===== src/sv/rgbs_pkg.sv =====
// Package for the RGB 3x3 sharpen stream: payload structs, widths, register codes
// and the per-channel sharpen function. No dependencies.
`default_nettype none

package rgbs_pkg;

    localparam int MAX_LINE  = 2048;              // deepest row supported
    localparam int MAX_ROWS  = 4096;              // tallest frame supported
    localparam int COL_W     = $clog2(MAX_LINE);  // column index / memory address
    localparam int ROW_W     = $clog2(MAX_ROWS);  // row index
    localparam int LW_W      = 12;                // line_width register
    localparam int FH_W      = 13;                // frame_height register
    localparam int CFG_W     = 13;                // widest register
    localparam int PIX_W     = 24;                // packed pixel: red, green, blue

    localparam logic [LW_W-1:0] LW_RESET = LW_W'(640);
    localparam logic [FH_W-1:0] FH_RESET = FH_W'(480);

    // register indexes on the configuration port
    localparam logic CFG_LINE_WIDTH   = 1'b0;
    localparam logic CFG_FRAME_HEIGHT = 1'b1;

    typedef logic [PIX_W-1:0] t_pix;

    typedef struct packed {
        logic [7:0] red_in;
        logic [7:0] green_in;
        logic [7:0] blue_in;
    } t_pix_in;

    typedef struct packed {
        logic [7:0] red_out;
        logic [7:0] green_out;
        logic [7:0] blue_out;
        logic       frame_end;
    } t_pix_out;

    // position of the word just accepted, as the scan counter sees it
    typedef struct packed {
        logic [COL_W-1:0] col;
        logic             produce;
        logic             frame_end;
    } t_scan_info;

    // both earlier rows of one column live in one memory word
    typedef struct packed {
        t_pix older;
        t_pix newer;
    } t_line_word;

    // 5*c minus the four neighbors, clamped to 0..255
    function automatic logic [7:0] sharpen_chan(input logic [7:0] c,
                                                input logic [7:0] up,
                                                input logic [7:0] dn,
                                                input logic [7:0] lf,
                                                input logic [7:0] rt);
        logic signed [11:0] s;
        begin
            s = $signed({2'b00, c, 2'b00}) + $signed({4'b0000, c})
              - $signed({4'b0000, up}) - $signed({4'b0000, dn})
              - $signed({4'b0000, lf}) - $signed({4'b0000, rt});
            if (s < 0) begin
                sharpen_chan = 8'd0;
            end else if (s > 12'sd255) begin
                sharpen_chan = 8'd255;
            end else begin
                sharpen_chan = s[7:0];
            end
        end
    endfunction

endpackage

`default_nettype wire


===== src/sv/rgbs_kernel.sv =====
// 3x3 sharpen cross for one pixel, all three channels, combinational.
// Depends on rgbs_pkg.
`default_nettype none

module rgbs_kernel (
    input  wire rgbs_pkg::t_pix  i_c,
    input  wire rgbs_pkg::t_pix  i_up,
    input  wire rgbs_pkg::t_pix  i_dn,
    input  wire rgbs_pkg::t_pix  i_lf,
    input  wire rgbs_pkg::t_pix  i_rt,
    input  wire logic            i_frame_end,
    output rgbs_pkg::t_pix_out   o_pix
);

    always_comb begin
        o_pix.red_out   = rgbs_pkg::sharpen_chan(i_c[23:16], i_up[23:16], i_dn[23:16],
                                                 i_lf[23:16], i_rt[23:16]);
        o_pix.green_out = rgbs_pkg::sharpen_chan(i_c[15:8], i_up[15:8], i_dn[15:8],
                                                 i_lf[15:8], i_rt[15:8]);
        o_pix.blue_out  = rgbs_pkg::sharpen_chan(i_c[7:0], i_up[7:0], i_dn[7:0],
                                                 i_lf[7:0], i_rt[7:0]);
        o_pix.frame_end = i_frame_end;
    end

endmodule

`default_nettype wire


===== config.mk =====
export PLATFORM = sky130hd
export DESIGN_NAME = rgbs_kernel
export DESIGN_NICKNAME = d
export VERILOG_FILES = /design/src/sv/rgbs_pkg.sv /design/src/sv/rgbs_kernel.sv
export SDC_FILE = /design/constraint.sdc
export NUM_CORES = 1
export LEC_CHECK = 0
export BUFFER_PORTS_ARGS = -buffer_cell sky130_fd_sc_hd__buf_2
export CAP_MARGIN = 20
export CORE_MARGIN = 1.5
export CORE_UTILIZATION = 49
export DETAILED_ROUTE_END_ITERATION = 7
export PLACE_DENSITY = 0.81
export SLEW_MARGIN = 20
export SYNTH_ARGS = -nofsm -noshare
export SYNTH_HDL_FRONTEND = slang
export SYNTH_SLANG_ARGS = --single-unit
export TNS_END_PERCENT = 100

===== constraint.sdc =====
create_clock -name vclk -period 3.2
set_input_delay 0.16 -clock vclk [all_inputs]
set_output_delay 0.16 -clock vclk [all_outputs]
set_load 0.05 [all_outputs]

==> impl_results.md <==
* Status: complete, but fails checks
* Failing checks: setup timing
* Max Cap Viol at 0
* Critical path cell sequence: buf_6 -> inv_2 -> fa_1 -> fa_1 -> inv_2 -> fa_1 -> inv_2 -> fa_2 -> a211oi_2 -> o21ai_2 -> a221oi_4 -> xnor2_2 -> nor3_4 -> buf_6 -> a21oi_2 -> buf_6
* Vias in the first global route at around 4400
* DR vias at roughly 4000
* PD cells at 1020 nW/um^2
* Die width at roughly 96 um
* Period utilization at 1.20
* GR Overflow Total at 0
* IO buf count at ~140
* Hold_ws at 320 ps
* CP Buf/Inv Count at 6
* Pre-CTS WS at -1140 ps
* I/O pins at between 100 and 150
* Seq/Total Area, Yosys at 0
* Worst-path fanout max at 5
* Min-delay worst type: in2out
* Leading cell types in the layout, fill and taps excluded: inv_1, buf_2, fa_1
* Antenna Nets Post-Route at 0
* Area Overhead vs Synth at 49.5%
* Final Core Density at 0.760
* Share of layout cells above drive strength 1 at 0.408
* Largest net degree at the start of global routing at 9
* CORE AREA at roughly 8300 sq um
* Measured slew at the worst slew-check pin at 379 ps
* Final hold violations at 0
* Post-synth cell types at 22
* Clk_buf instances at 0
* Drt total wl at between 10000 and 15000 um
* Number of remaining DRC errors at 0
* Layout Cells excl Fill at between 800 and 900
* Final min period at approximately 3800 ps
* Die area at between 9000 and 10000 sq um
* Gp weighted congestion at 0.920
* Antenna violations before repair at 1
* Drt first-iter violations at a little over 90
* Final setup vio count at 24
* CP endpoint kind: output port
* Sequential cells at 0
* Type of origin of the critical path: primary input
* Placed Area at just under 6000 sq um
* Finished Cell Area at 6310 sq um
* First-pass GRT wire length at roughly 18000 um
* Cell count after placement at 813
* Row count at 33
* Peak supply drop at 0.000700 V
* Slew Limit Fails at 0
* Syn_area_per_cell at around 8.4 sq um
* Final setup margin at -650 ps
* CP arrival at 3690 ps
* Mapped Cells at 505
* Slew headroom at 0.745
* Max incr delay on CP at 520 ps
* Avg Vias per Cell at between 4 and 5
* Fmax achieved at 260 MHz
* Lkg Pwr at approximately 3.5 nW
* WL/cell at roughly 13 um
* Cts hold-fix bufs at 0
* Register area at 0 sq um
* Die Ht at around 96 um
* Effective utilization at floorplan at 0.509
* GR Util All Layers at 0.251
* Pre-Repair DR Iteration Count at 4
* CP Class: in2out
* Most common cell after layout, fill and taps aside: inv_1
* Mapped Nets at about 760
* Worst path top cell family by delay: adder cells
* Post-DP HPWL at roughly 9500 um
* Final nets at between 900 and 1000
* Synth warn at 0
* Filler instances at 581
* Critical-path cell with the highest stage delay: fa_1
* RSZ-0062 raised after global routing: yes
* WP data required at slightly above 3000 ps
* Mapped cell area at about 4200 sq um
[cell usage after synthesis]
| library cell | instances | area share |
|---|---|---|
| a211oi_2 | 3 | 0.0089 |
| a21o_1 | 9 | 0.016 |
| a21oi_1 | 48 | 0.057 |
| a221oi_2 | 3 | 0.011 |
| a31oi_1 | 3 | 0.0044 |
| buf_4 | 1 | 0.0018 |
| fa_1 | 90 | 0.43 |
| ha_1 | 45 | 0.13 |
| inv_1 | 212 | 0.19 |
| mux2i_1 | 2 | 0.0047 |
| nand2_1 | 13 | 0.012 |
| nand3_1 | 9 | 0.011 |
| nor2_1 | 6 | 0.0053 |
| nor3_4 | 3 | 0.012 |
| o211ai_1 | 6 | 0.011 |
| o21a_1 | 3 | 0.0053 |
| o21ai_0 | 7 | 0.0083 |
| o21ai_2 | 3 | 0.0062 |
| o21bai_1 | 3 | 0.0053 |
| o22ai_1 | 3 | 0.0044 |
| xnor2_1 | 26 | 0.054 |
| xor2_1 | 7 | 0.015 |
[cell type report]
type               instances  area, sq um  area share
multi-input cells        292         3860       0.612
diodes                     1         2.50    0.000397
inverters                212          816       0.129
repair buffers           215         1500       0.238
well taps                105          131      0.0208
[logic make-up after synthesis]
family | count (synthesis) | synth area share
AOI/OAI and AO/OA | 91 | 0.137
buffers and inverters | 213 | 0.190
xor gates and xnor gates | 33 | 0.0685
and+or+nand+nor | 31 | 0.0391
muxes | 2 | 0.00474
adders and majority gates | 135 | 0.560
[path summary, 6_finish.rpt]
| check | depth (start not counted) | slack [ps] | to | start |
|---|---|---|---|---|
| setup / recovery | 16 | -650 | o_pix[12] | i_dn[9] |
| hold / removal | 0 | 320 | o_pix[0] | i_frame_end |
[repair_timing]
| item | CTS | global route |
|---|---|---|
| pin swaps | 31 | 21 |
| gates resized for setup | 75 | 20 |
| buffers inserted | 9 | 4 |
| endpoints found under the setup margin | 24 | 24 |
[metal layers]
metal  track usage  wire [um]
met5             0          0
met4        0.0833        389
met3        0.0190        420
met2         0.492       5940
met1         0.282       4120
[per-stage QoR]
stage	setup TNS, ps	power [mW]
floorplan	-13650	3.86
global route	-17500	6.98
CTS	-14370	6.17
finish	-14180	6.46
detailed placement	-24990	5.44
global placement	-22590	5.25
[power by group]
| part | internal [mW] | switching [mW] | total (mW) |
|---|---|---|---|
| Clock | 0.0000000418 | 0 | 0.0000000418 |
| Combinational | 2.87 | 3.59 | 6.46 |
| Sequential | 0 | 0 | 0 |
| Total | 2.87 | 3.59 | 6.46 |
Power figures use the tool's default switching activity.
