**config.mk**
```make
export PLATFORM = sky130hd
export DESIGN_NAME = rgbs_scan
export DESIGN_NICKNAME = d
export VERILOG_FILES = /design/src/sv/rgbs_pkg.sv /design/src/sv/rgbs_scan.sv
export SDC_FILE = /design/constraint.sdc
export NUM_CORES = 1
export LEC_CHECK = 0
export BUFFER_PORTS_ARGS = -buffer_cell sky130_fd_sc_hd__clkbuf_2
export CAP_MARGIN = 40
export CORE_ASPECT_RATIO = 2
export CORE_MARGIN = 5
export CORE_UTILIZATION = 50
export CTS_BUF_LIST = sky130_fd_sc_hd__clkbuf_8
export CTS_CLUSTER_DIAMETER = 30
export CTS_CLUSTER_SIZE = 24
export DETAILED_ROUTE_END_ITERATION = 12
export GPL_TIMING_DRIVEN = 0
export PLACE_DENSITY_LB_ADDON = 0.08
export SKIP_LAST_GASP = 1
export SYNTH_ARGS = -nofsm -noshare
export SYNTH_HDL_FRONTEND = slang
export SYNTH_SLANG_ARGS = --single-unit
```
**constraint.sdc**
```tcl
create_clock -name i_clk -period 10.1 [get_ports i_clk]
set_input_delay 2.02 -clock i_clk [delete_from_list [all_inputs] [get_ports i_clk]]
set_output_delay 2.02 -clock i_clk [all_outputs]
set_load 0.02 [all_outputs]
```
**src/sv/rgbs_pkg.sv**
```systemverilog
// Package for the RGB 3x3 sharpen stream: payload structs, widths, register codes
// and the per-channel sharpen function. No dependencies.
`default_nettype none

package rgbs_pkg;

    localparam int MAX_LINE  = 2048;              // deepest row supported
    localparam int MAX_ROWS  = 4096;              // tallest frame supported
    localparam int COL_W     = $clog2(MAX_LINE);  // column index / memory address
    localparam int ROW_W     = $clog2(MAX_ROWS);  // row index
    localparam int LW_W      = 12;                // line_width register
    localparam int FH_W      = 13;                // frame_height register
    localparam int CFG_W     = 13;                // widest register
    localparam int PIX_W     = 24;                // packed pixel: red, green, blue

    localparam logic [LW_W-1:0] LW_RESET = LW_W'(640);
    localparam logic [FH_W-1:0] FH_RESET = FH_W'(480);

    // register indexes on the configuration port
    localparam logic CFG_LINE_WIDTH   = 1'b0;
    localparam logic CFG_FRAME_HEIGHT = 1'b1;

    typedef logic [PIX_W-1:0] t_pix;

    typedef struct packed {
        logic [7:0] red_in;
        logic [7:0] green_in;
        logic [7:0] blue_in;
    } t_pix_in;

    typedef struct packed {
        logic [7:0] red_out;
        logic [7:0] green_out;
        logic [7:0] blue_out;
        logic       frame_end;
    } t_pix_out;

    // position of the word just accepted, as the scan counter sees it
    typedef struct packed {
        logic [COL_W-1:0] col;
        logic             produce;
        logic             frame_end;
    } t_scan_info;

    // both earlier rows of one column live in one memory word
    typedef struct packed {
        t_pix older;
        t_pix newer;
    } t_line_word;

    // 5*c minus the four neighbors, clamped to 0..255
    function automatic logic [7:0] sharpen_chan(input logic [7:0] c,
                                                input logic [7:0] up,
                                                input logic [7:0] dn,
                                                input logic [7:0] lf,
                                                input logic [7:0] rt);
        logic signed [11:0] s;
        begin
            s = $signed({2'b00, c, 2'b00}) + $signed({4'b0000, c})
              - $signed({4'b0000, up}) - $signed({4'b0000, dn})
              - $signed({4'b0000, lf}) - $signed({4'b0000, rt});
            if (s < 0) begin
                sharpen_chan = 8'd0;
            end else if (s > 12'sd255) begin
                sharpen_chan = 8'd255;
            end else begin
                sharpen_chan = s[7:0];
            end
        end
    endfunction

endpackage

`default_nettype wire

```
**src/sv/rgbs_scan.sv**
```systemverilog
// Configuration registers and raster position counter for the sharpen stream.
// Depends on rgbs_pkg.
`default_nettype none

module rgbs_scan (
    input  wire logic                       i_clk,
    input  wire logic                       i_rst_n,
    input  wire logic                       i_cfg_we,
    input  wire logic                       i_cfg_idx,
    input  wire logic [rgbs_pkg::CFG_W-1:0] i_cfg_data,
    input  wire logic                       i_advance,
    output rgbs_pkg::t_scan_info            o_info
);

    logic [rgbs_pkg::LW_W-1:0]  r_line_width;
    logic [rgbs_pkg::FH_W-1:0]  r_frame_height;
    logic [rgbs_pkg::COL_W-1:0] r_col, n_col;
    logic [rgbs_pkg::ROW_W-1:0] r_row, n_row;

    logic [rgbs_pkg::LW_W-1:0]  eff_w;
    logic [rgbs_pkg::FH_W-1:0]  eff_h;
    logic [rgbs_pkg::COL_W-1:0] cur_col;
    logic [rgbs_pkg::ROW_W-1:0] cur_row;
    logic [rgbs_pkg::FH_W-1:0]  row_bump;
    logic [rgbs_pkg::FH_W-1:0]  row_next;
    logic [rgbs_pkg::LW_W-1:0]  col_next;
    logic                       row_wrap;

    always_ff @(posedge i_clk) begin
        if (!i_rst_n) begin
            r_line_width   <= rgbs_pkg::LW_RESET;
            r_frame_height <= rgbs_pkg::FH_RESET;
        end else if (i_cfg_we) begin
            case (i_cfg_idx)
                rgbs_pkg::CFG_LINE_WIDTH: begin
                    r_line_width <= i_cfg_data[rgbs_pkg::LW_W-1:0];
                end
                rgbs_pkg::CFG_FRAME_HEIGHT: begin
                    r_frame_height <= i_cfg_data[rgbs_pkg::FH_W-1:0];
                end
                default: begin
                end
            endcase
        end
    end

    always_comb begin
        if (r_line_width < rgbs_pkg::LW_W'(3)) begin
            eff_w = rgbs_pkg::LW_W'(3);
        end else if (r_line_width > rgbs_pkg::LW_W'(rgbs_pkg::MAX_LINE)) begin
            eff_w = rgbs_pkg::LW_W'(rgbs_pkg::MAX_LINE);
        end else begin
            eff_w = r_line_width;
        end
        if (r_frame_height < rgbs_pkg::FH_W'(3)) begin
            eff_h = rgbs_pkg::FH_W'(3);
        end else if (r_frame_height > rgbs_pkg::FH_W'(rgbs_pkg::MAX_ROWS)) begin
            eff_h = rgbs_pkg::FH_W'(rgbs_pkg::MAX_ROWS);
        end else begin
            eff_h = r_frame_height;
        end
    end

    // a position left past the end by a shrunk width/height is wrapped first
    always_comb begin
        row_wrap = ({1'b0, r_col} >= eff_w);
        cur_col  = row_wrap ? '0 : r_col;
        row_bump = {1'b0, r_row} + (row_wrap ? rgbs_pkg::FH_W'(1) : '0);
        cur_row  = (row_bump >= eff_h) ? '0 : row_bump[rgbs_pkg::ROW_W-1:0];

        col_next = {1'b0, cur_col} + rgbs_pkg::LW_W'(1);
        row_next = {1'b0, cur_row} + rgbs_pkg::FH_W'(1);
        if (col_next >= eff_w) begin
            n_col = '0;
            n_row = (row_next >= eff_h) ? '0 : row_next[rgbs_pkg::ROW_W-1:0];
        end else begin
            n_col = col_next[rgbs_pkg::COL_W-1:0];
            n_row = cur_row;
        end

        o_info.col       = cur_col;
        o_info.produce   = (cur_row >= rgbs_pkg::ROW_W'(2)) &&
                           (cur_col >= rgbs_pkg::COL_W'(2));
        o_info.frame_end = ({1'b0, cur_row} == eff_h - rgbs_pkg::FH_W'(1)) &&
                           ({1'b0, cur_col} == eff_w - rgbs_pkg::LW_W'(1));
    end

    always_ff @(posedge i_clk) begin
        if (!i_rst_n) begin
            r_col <= '0;
            r_row <= '0;
        end else if (i_advance) begin
            r_col <= n_col;
            r_row <= n_row;
        end
    end

endmodule

`default_nettype wire

```
==> results by group, run 1 <==
Floorplanning
  – # rows: 51
  – Die height: 149 microns
  – Area of the die: 11900 sq um
  – Core ar.: between 9000 and 10000 sq um
  – Number of top-level pins: 31
  – Starting density of the core: between 50% and 60%
  – Die Span X: approximately 80 microns

Pwr
  – Cell leakage power: 0.00229 uW
  – Overall power after layout: 500 uW
  – Worst IR drop on VDD: between 90 and 100 uV
  – Power density cells: around 93 nW/um^2

Hold path
  – Startpoint of the worst hold path: r_row[9]$_SDFFE_PN0P_
  – Classification of the worst-slack hold path: flip-flop to flip-flop

Yosys
  – Count of distinct cell types in the synthesized netlist: 66
  – EDFF count, synth: 0
  – Sequential fraction of the synthesis area: between 10% and 20%
  – Per-instance average area after synthesis: 7.06 sq um
  – Synthesized instance count: between 600 and 700
  – Number of synthesis warnings: 0
  – Most used flip-flop cell after synthesis: sky130_fd_sc_hd__dfxtp_1
  – Share of async-settable or async-resettable flops after synthesis: 0%
  – Area of the mapped netlist: between 4000 and 5000 sq um
  – Net Count, Synth: roughly 760
  – Number of synthesized register bits: 48

Detailed routing
  – Initial DRC Count: ~320
  – Residual DRC count: 0
  – Vias per cell: 6.17
  – Routed wire length: between 15000 and 20000 microns
  – Residual antenna-violating net count after detailed routing: 0
  – Average wire per cell in the routed design: between 20 and 25 microns
  – DR vias: about 5300
  – Iteration count of the initial detailed-routing pass: 5

Finish
  – Net count, final: about 810
  – Filler Cells Inserted: around 990
  – Share of layout cells above drive strength 1: 8.62%
  – Share of the core filled with cells in the final layout: 56.0%
  – Number of antenna diodes: 0
  – Area delta synth->final: 11.1%

Critical path
  – Source of the critical timing path: r_line_width[2]$_SDFFE_PN0P_
  – Type of the worst setup path: flip-flop to output port
  – Critical Path Source Type: flip-flop
  – Cell with the largest stage delay on the worst path: sky130_fd_sc_hd__or4_1
  – Crit-path max cell delay: 530 ps
  – Critical Path Fanout Max: 10
  – Data arrival time of the critical path: 7640 ps
  – Reg2reg start: r_line_width[2]$_SDFFE_PN0P_
  – Kind of end point of the critical path: output port
  – CP dominant cell by count: sky130_fd_sc_hd__ha_1
  – Req. time, crit path: a little over 8000 ps

Clocking
  – Clock Latency Late Sink: approximately 310 ps
  – Clk sinks: between 40 and 50
  – Number of buffers on the longest clock path: 2
  – Number of CTS-inserted buffers: 5
  – Post-cts hold buffer count: 0
  – Clock Tree Root: sky130_fd_sc_hd__clkbuf_8
  – Number of levels in the clock H-tree: 2
  – TritonCTS clock tree: built
  – CTS clk-pin slew, worst paths: 90 ps

GRT
  – Global Route Usage Sum: 29.5%
  – Pin count of the biggest net entering global routing: 15
  – Total overflow reported by the global router: 0
  – Vias in the first global route: about 5200
  – Initial antenna violation count: 0
  – First-pass GRT wire length: roughly 27000 microns

Placement
  – Weighted congestion at the end of routability-driven global placement: between 0.9 and 1
  – Port buffer count: 30
  – Post-DP HPWL: around 14000 microns

Timing
  – Final cycle utilization of the critical path: 95.6%
  – Number of failing setup endpoints in the final timing report: 0
  – Number of failing hold endpoints at the final stage: 0
  – Minimum clock period: 9660 ps
  – Max-Slew Margin vs Limit: 37.8%
  – Transition time at the pin with the least slew margin: around 930 ps
  – RSZ-0062 raised after global routing: no
  – Clock tree skew after final layout: about 11 ps
  – Final max-slew violation count: 0
  – Maximum clock frequency: 104 MHz

Flow run
  – Max-cap viol count: 0

Run status
  – Outcome: completed
## worst max-delay path: cells and delay by family, from the launching register on
kind                     cells  cell delay (ps)
AO/OA/AOI/OAI               12             2630
flip-flops                   1              390
buffers and inverters        6             1040
adder cells (fa/ha/maj)      4              890
XOR/XNOR                     1              420
AND/OR/NAND/NOR              9             1920
## registers in the layout, indices dropped and copies added (netlist names)
| register | cells |
|---|---|
| r_line_width | 12 |
| r_frame_height | 13 |
| r_col | 11 |
| r_row | 12 |
## final timing paths
| path | endpoint | slack [ps] | cells past startpoint |
|---|---|---|---|
| max | o_info[0] | 440 | 32 |
| min reg2reg | r_row[9]$_SDFFE_PN0P_ | 500 | 2 |
| min | r_row[9]$_SDFFE_PN0P_ | 500 | 2 |
| max reg2reg | r_row[6]$_SDFFE_PN0P_ | 980 | 38 |
## where the power goes
group / total [uW] / switching, uW / leakage, uW / internal, uW
Clock: 140 / 67.5 / 0.0000593 / 72.6
Combinational: 153 / 97.2 / 0.00183 / 55.8
Sequential: 207 / 10.2 / 0.000392 / 196
## logic make-up after synthesis
| kind of cell | count (synthesis) | share of synthesized area (%) |
|---|---|---|
| xor+xnor | 41 | 7.39 |
| fa+ha+maj | 57 | 14.7 |
| mux | 2 | 0.438 |
| compound gates | 165 | 21.9 |
| buf+inv | 66 | 5.13 |
| simple gates | 309 | 30.7 |
| flops | 48 | 19.8 |
## layer usage
layer  vias up  global-route usage [%]  routed length, microns  part of all wire (%)
met4         0                    25.4                    1660                   9.5
met3        85                    2.96                     721                   4.1
met5         -                       0                       0                     0
met2       215                    54.6                    9280                    53
li1       2560                       -                       -                     -
met1      2463                    27.8                    5810                    33
## timing repair
item                                    CTS  global route
gates resized for setup                   8             8
gates cloned                              0             0
endpoints found under the setup margin   14             1
setup buffers                             3             2
pin swaps                                 2             3
## through the flow
step | worst slack, ps | cells | setup TNS, ps | instance area (sq um) | hold slack (ps)
2_1_floorplan | 885 | 688 | 0 | 4860 | 457
3_3_place_gp | -1290 | 850 | -15130 | 5170 | 483
3_5_place_dp | -1190 | 853 | -6640 | 5190 | 477
4_1_cts | 44.3 | 863 | 0 | 5340 | 497
5_1_grt | 106 | 863 | 0 | 5390 | 533
6_report | 442 | 863 | 0 | 5390 | 501
## cell type report
cell class / count / area, sq um / area share (%)
multi-input cells: 574 / 3710 / 68.8
flip-flops and latches: 48 / 961 / 17.8
repair buffers: 38 / 206 / 3.83
well taps: 132 / 165 / 3.06
plain buffers: 33 / 125 / 2.32
inverters: 30 / 115 / 2.13
clock buffers: 5 / 68.8 / 1.28
clock inverters: 3 / 38.8 / 0.719
## cell usage after synthesis (2+ instances only)
library cell / count / area share (%)
sky130_fd_sc_hd__nand2_1: 116 / 9.0
sky130_fd_sc_hd__a21oi_1: 60 / 6.2
sky130_fd_sc_hd__ha_1: 57 / 15
sky130_fd_sc_hd__nor2_1: 51 / 3.9
sky130_fd_sc_hd__dfxtp_1: 48 / 20
sky130_fd_sc_hd__clkbuf_1: 31 / 2.4
sky130_fd_sc_hd__nand3_1: 30 / 3.1
sky130_fd_sc_hd__inv_1: 27 / 2.1
sky130_fd_sc_hd__o21ai_0: 27 / 2.8
sky130_fd_sc_hd__xnor2_1: 24 / 4.3
sky130_fd_sc_hd__nor3_1: 22 / 2.3
sky130_fd_sc_hd__nand2b_1: 17 / 2.2
sky130_fd_sc_hd__xor2_1: 17 / 3.1
sky130_fd_sc_hd__and2_1: 13 / 1.7
sky130_fd_sc_hd__nor4_1: 12 / 1.5
sky130_fd_sc_hd__a21o_1: 11 / 1.7
sky130_fd_sc_hd__a31oi_1: 11 / 1.4
sky130_fd_sc_hd__nand4_1: 10 / 1.3
sky130_fd_sc_hd__nor2b_1: 9 / 1.2
sky130_fd_sc_hd__or4_1: 7 / 1.1
sky130_fd_sc_hd__a211oi_1: 6 / 0.93
sky130_fd_sc_hd__and4_1: 5 / 0.90
sky130_fd_sc_hd__and3_1: 4 / 0.52
sky130_fd_sc_hd__buf_1: 4 / 0.31
sky130_fd_sc_hd__nor3b_1: 4 / 0.62
sky130_fd_sc_hd__o211ai_1: 4 / 0.62
sky130_fd_sc_hd__a2111oi_0: 3 / 0.54
sky130_fd_sc_hd__a32oi_1: 3 / 0.54
sky130_fd_sc_hd__clkinv_1: 3 / 0.23
sky130_fd_sc_hd__o2111ai_1: 3 / 0.54
sky130_fd_sc_hd__o22ai_1: 3 / 0.39
sky130_fd_sc_hd__a211o_1: 2 / 0.36
sky130_fd_sc_hd__a221oi_1: 2 / 0.36
sky130_fd_sc_hd__a22oi_1: 2 / 0.31
sky130_fd_sc_hd__a311oi_1: 2 / 0.36
sky130_fd_sc_hd__and2_0: 2 / 0.26
sky130_fd_sc_hd__o211a_1: 2 / 0.41
sky130_fd_sc_hd__o21a_1: 2 / 0.31
sky130_fd_sc_hd__o21ai_1: 2 / 0.21
sky130_fd_sc_hd__o221ai_1: 2 / 0.36
sky130_fd_sc_hd__o31a_1: 2 / 0.36
sky130_fd_sc_hd__or3_1: 2 / 0.26
## layout by cell type, fill, tap and decap left out, types with 5 or more instances in the layout
master | Yosys | routed
sky130_fd_sc_hd__nor2b_1 | 9 | 9
sky130_fd_sc_hd__nand2b_1 | 17 | 17
sky130_fd_sc_hd__or4_1 | 7 | 7
sky130_fd_sc_hd__a31oi_1 | 11 | 11
sky130_fd_sc_hd__o21ai_0 | 27 | 26
sky130_fd_sc_hd__nor4_1 | 12 | 12
sky130_fd_sc_hd__a21oi_1 | 60 | 59
sky130_fd_sc_hd__clkbuf_2 | 0 | 30
sky130_fd_sc_hd__inv_1 | 27 | 28
sky130_fd_sc_hd__dfxtp_1 | 48 | 48
sky130_fd_sc_hd__clkbuf_1 | 31 | 28
sky130_fd_sc_hd__and4_1 | 5 | 5
sky130_fd_sc_hd__a211oi_1 | 6 | 6
sky130_fd_sc_hd__buf_1 | 4 | 5
sky130_fd_sc_hd__nor2_1 | 51 | 51
sky130_fd_sc_hd__nor3_1 | 22 | 20
sky130_fd_sc_hd__xor2_1 | 17 | 17
sky130_fd_sc_hd__buf_4 | 0 | 7
sky130_fd_sc_hd__and2_1 | 13 | 13
sky130_fd_sc_hd__ha_1 | 57 | 56
sky130_fd_sc_hd__a21o_1 | 11 | 10
sky130_fd_sc_hd__nand4_1 | 10 | 10
sky130_fd_sc_hd__clkbuf_8 | 0 | 5
sky130_fd_sc_hd__xnor2_1 | 24 | 20
sky130_fd_sc_hd__nand2_1 | 116 | 116
sky130_fd_sc_hd__nand3_1 | 30 | 30
(Power assumes the default switching activity.)
==> run 2, diff against run 1 <==
Settings changed: PLACE_DENSITY set to 0.68, PLACE_DENSITY_LB_ADDON 0.08 to not set.
==> run 2 against run 1 <==
Utilization decreased by 0.29 points; die area unchanged; maximum frequency down 0.29%; combinational power is essentially flat; setup slack got worse by 28 ps; largest cell class unchanged; worst hold slack lost 2.8 ps.
==> results by group, run 2 (synthesis gave the netlist of run 1 again) <==
Critical path
  – Req. time, crit path: roughly 8100 ps
  – CP Capture Point: o_info[0]
  – End of the worst register-to-register path: r_row[2]$_SDFFE_PN0P_
  – Critical Path Fanout Max: 10
  – Internal reg-to-reg setup slack: approximately 1100 ps
  – Type of the worst setup path: flip-flop to output port
  – Data arrival time of the critical path: 7670 ps
  – Source of the critical timing path: r_line_width[7]$_SDFFE_PN1P_
  – CP dominant cell by count: sky130_fd_sc_hd__ha_1
  – R2r worst-path depth: 38
  – Critical Path Source Type: flip-flop
  – Crit-path max cell delay: ~620 ps
  – Reg2reg start: r_line_width[7]$_SDFFE_PN1P_
  – Kind of end point of the critical path: output port
  – Cell with the largest stage delay on the worst path: sky130_fd_sc_hd__or4_1

GRT
  – Total overflow reported by the global router: 0
  – Initial antenna violation count: 0
  – Pin count of the biggest net entering global routing: 16
  – Vias in the first global route: 5265
  – First-pass GRT wire length: 25800 microns
  – Global Route Usage Sum: approximately 28%

Finish
  – Registers with the most flip-flops: r_frame_height (13), r_line_width (12), r_row (12)
  – Share of the core filled with cells in the final layout: roughly 56%
  – Register containing the most flip-flops in the final layout: r_frame_height
  – Number of flip-flops in the largest register: 13
  – Share of layout cells above drive strength 1: 8.10%
  – Number of antenna diodes: 0
  – Most frequent cells in the layout: sky130_fd_sc_hd__nand2_1, sky130_fd_sc_hd__a21oi_1, sky130_fd_sc_hd__ha_1, sky130_fd_sc_hd__nor2_1, sky130_fd_sc_hd__dfxtp_1
  – Most common cell after layout, fill and taps aside: sky130_fd_sc_hd__nand2_1
  – Area delta synth->final: 10.5%
  – Filler Cells Inserted: ~960
  – Net count, final: ~800

Clocking
  – Clock Tree Root: sky130_fd_sc_hd__clkbuf_8
  – Post-cts hold buffer count: 0
  – TritonCTS clock tree: built
  – Number of buffers on the longest clock path: 2
  – Number of levels in the clock H-tree: 2
  – Clock Latency Late Sink: 330 ps
  – CTS clk-pin slew, worst paths: roughly 90 ps
  – Number of CTS-inserted buffers: 5
  – Clk sinks: 48

Timing
  – Final cycle utilization of the critical path: 95.9%
  – Clock tree skew after final layout: approximately 22 ps
  – Number of failing setup endpoints in the final timing report: 0
  – Transition time at the pin with the least slew margin: between 900 and 1000 ps
  – Minimum clock period: ~9700 ps
  – Maximum clock frequency: 103 MHz
  – Final max-slew violation count: 0
  – Max-Slew Margin vs Limit: between 30 and 40%
  – Setup tns final: 0 ps
  – Number of failing hold endpoints at the final stage: 0

Detailed routing
  – Residual antenna-violating net count after detailed routing: 0
  – Iteration count of the initial detailed-routing pass: 5
  – Residual DRC count: 0
  – Initial DRC Count: 345
  – Vias per cell: a little over 6
  – Routed wire length: around 16000 microns
  – DR vias: roughly 5300
  – Average wire per cell in the routed design: between 15 and 20 microns

Placement
  – Port buffer count: 30
  – Post-DP HPWL: about 13000 microns
  – Weighted congestion at the end of routability-driven global placement: 1.02

Run status
  – Outcome: completed

Hold path
  – WHS Path Cells: 2
  – Classification of the worst-slack hold path: flip-flop to flip-flop

Floorplanning
  – Starting density of the core: between 50% and 60%
  – Number of top-level pins: 31
  – # rows: 51
  – Core ar.: ~9600 sq um
  – Die Span X: around 80 microns
  – Area of the die: ~12000 sq um
  – Die height: around 150 microns

Pwr
  – Cell leakage power: 0.00227 uW
  – Power density cells: about 95 nW/um^2
  – Worst IR drop on VDD: about 56 uV

Flow run
  – Max-cap viol count: 0
## run 2: changes by cell type in the layout (fill, tap and decap cells not counted), sizes merged
cell    previous run  this run
buf               13         9
clkbuf            63        65
inv               29        28
## run 2: cell type report
class	count	area, sq um	area share [%]
well taps	132	165	3.08
clock buffers	6	82.6	1.54
clock inverters	2	38.8	0.723
repair buffers	34	178	3.31
inverters	30	115	2.15
flip-flops and latches	48	961	17.9
plain buffers	34	129	2.40
multi-input cells	574	3700	68.9
## run 2: worst min-delay path by stage
stage | slack, ps | to | startpoint
2_1_floorplan | 460 | r_frame_height[10]$_SDFFE_PN0P_ | r_frame_height[10]$_SDFFE_PN0P_
3_3_place_gp | 480 | r_row[9]$_SDFFE_PN0P_ | r_row[9]$_SDFFE_PN0P_
3_5_place_dp | 490 | r_row[9]$_SDFFE_PN0P_ | r_row[9]$_SDFFE_PN0P_
4_1_cts | 500 | r_row[9]$_SDFFE_PN0P_ | r_row[9]$_SDFFE_PN0P_
5_1_grt | 530 | r_row[9]$_SDFFE_PN0P_ | r_row[9]$_SDFFE_PN0P_
6_report | 500 | r_row[9]$_SDFFE_PN0P_ | r_row[9]$_SDFFE_PN0P_
## run 2: per-layer routing
layer	track usage (%)	part of all wire, %	vias to the layer above
li1	-	-	2555
met1	26.6	35	2459
met2	51.1	52	211
met3	2.78	3.7	88
met4	23.9	9.0	0
met5	0	0	-
## run 2: critical path: cells and delay by family (launching register included)
family          cells  cell delay (ps)
compound gates     13             2630
xor+xnor            1              460
fa+ha+maj           4             1180
buf+inv             6             1040
flops               1              310
simple gates        8             1700
## run 2: power breakdown
part / internal, uW / leakage, uW / switching [uW]
combinational: 55.9 / 0.00182 / 95.6
clock: 81.1 / 0.0000614 / 72.8
sequential: 196 / 0.000392 / 9.41
total: 333 / 0.00227 / 178
## run 2: per-stage QoR
| stage | cells | cell area, sq um | power (uW) | worst slack [ps] | hold slack (ps) |
|---|---|---|---|---|---|
| final | 860 | 5370 | 511 | 414 | 499 |
| after global routing | 860 | 5370 | 536 | -10.6 | 532 |
| after CTS | 861 | 5340 | 509 | 40.6 | 504 |
| after detailed placement | 851 | 5180 | 353 | -1030 | 492 |
| after global placement | 850 | 5170 | 349 | -984 | 481 |
| after floorplan | 688 | 4860 | 311 | 885 | 457 |
## run 2: timing repair
| item | in CTS | in global routing |
|---|---|---|
| buffers inserted | 3 | 0 |
| gates resized for setup | 7 | 7 |
| endpoints found under the setup margin | 9 | 4 |
| hold endpoints to repair | 0 | 0 |
| pin swaps | 3 | 0 |
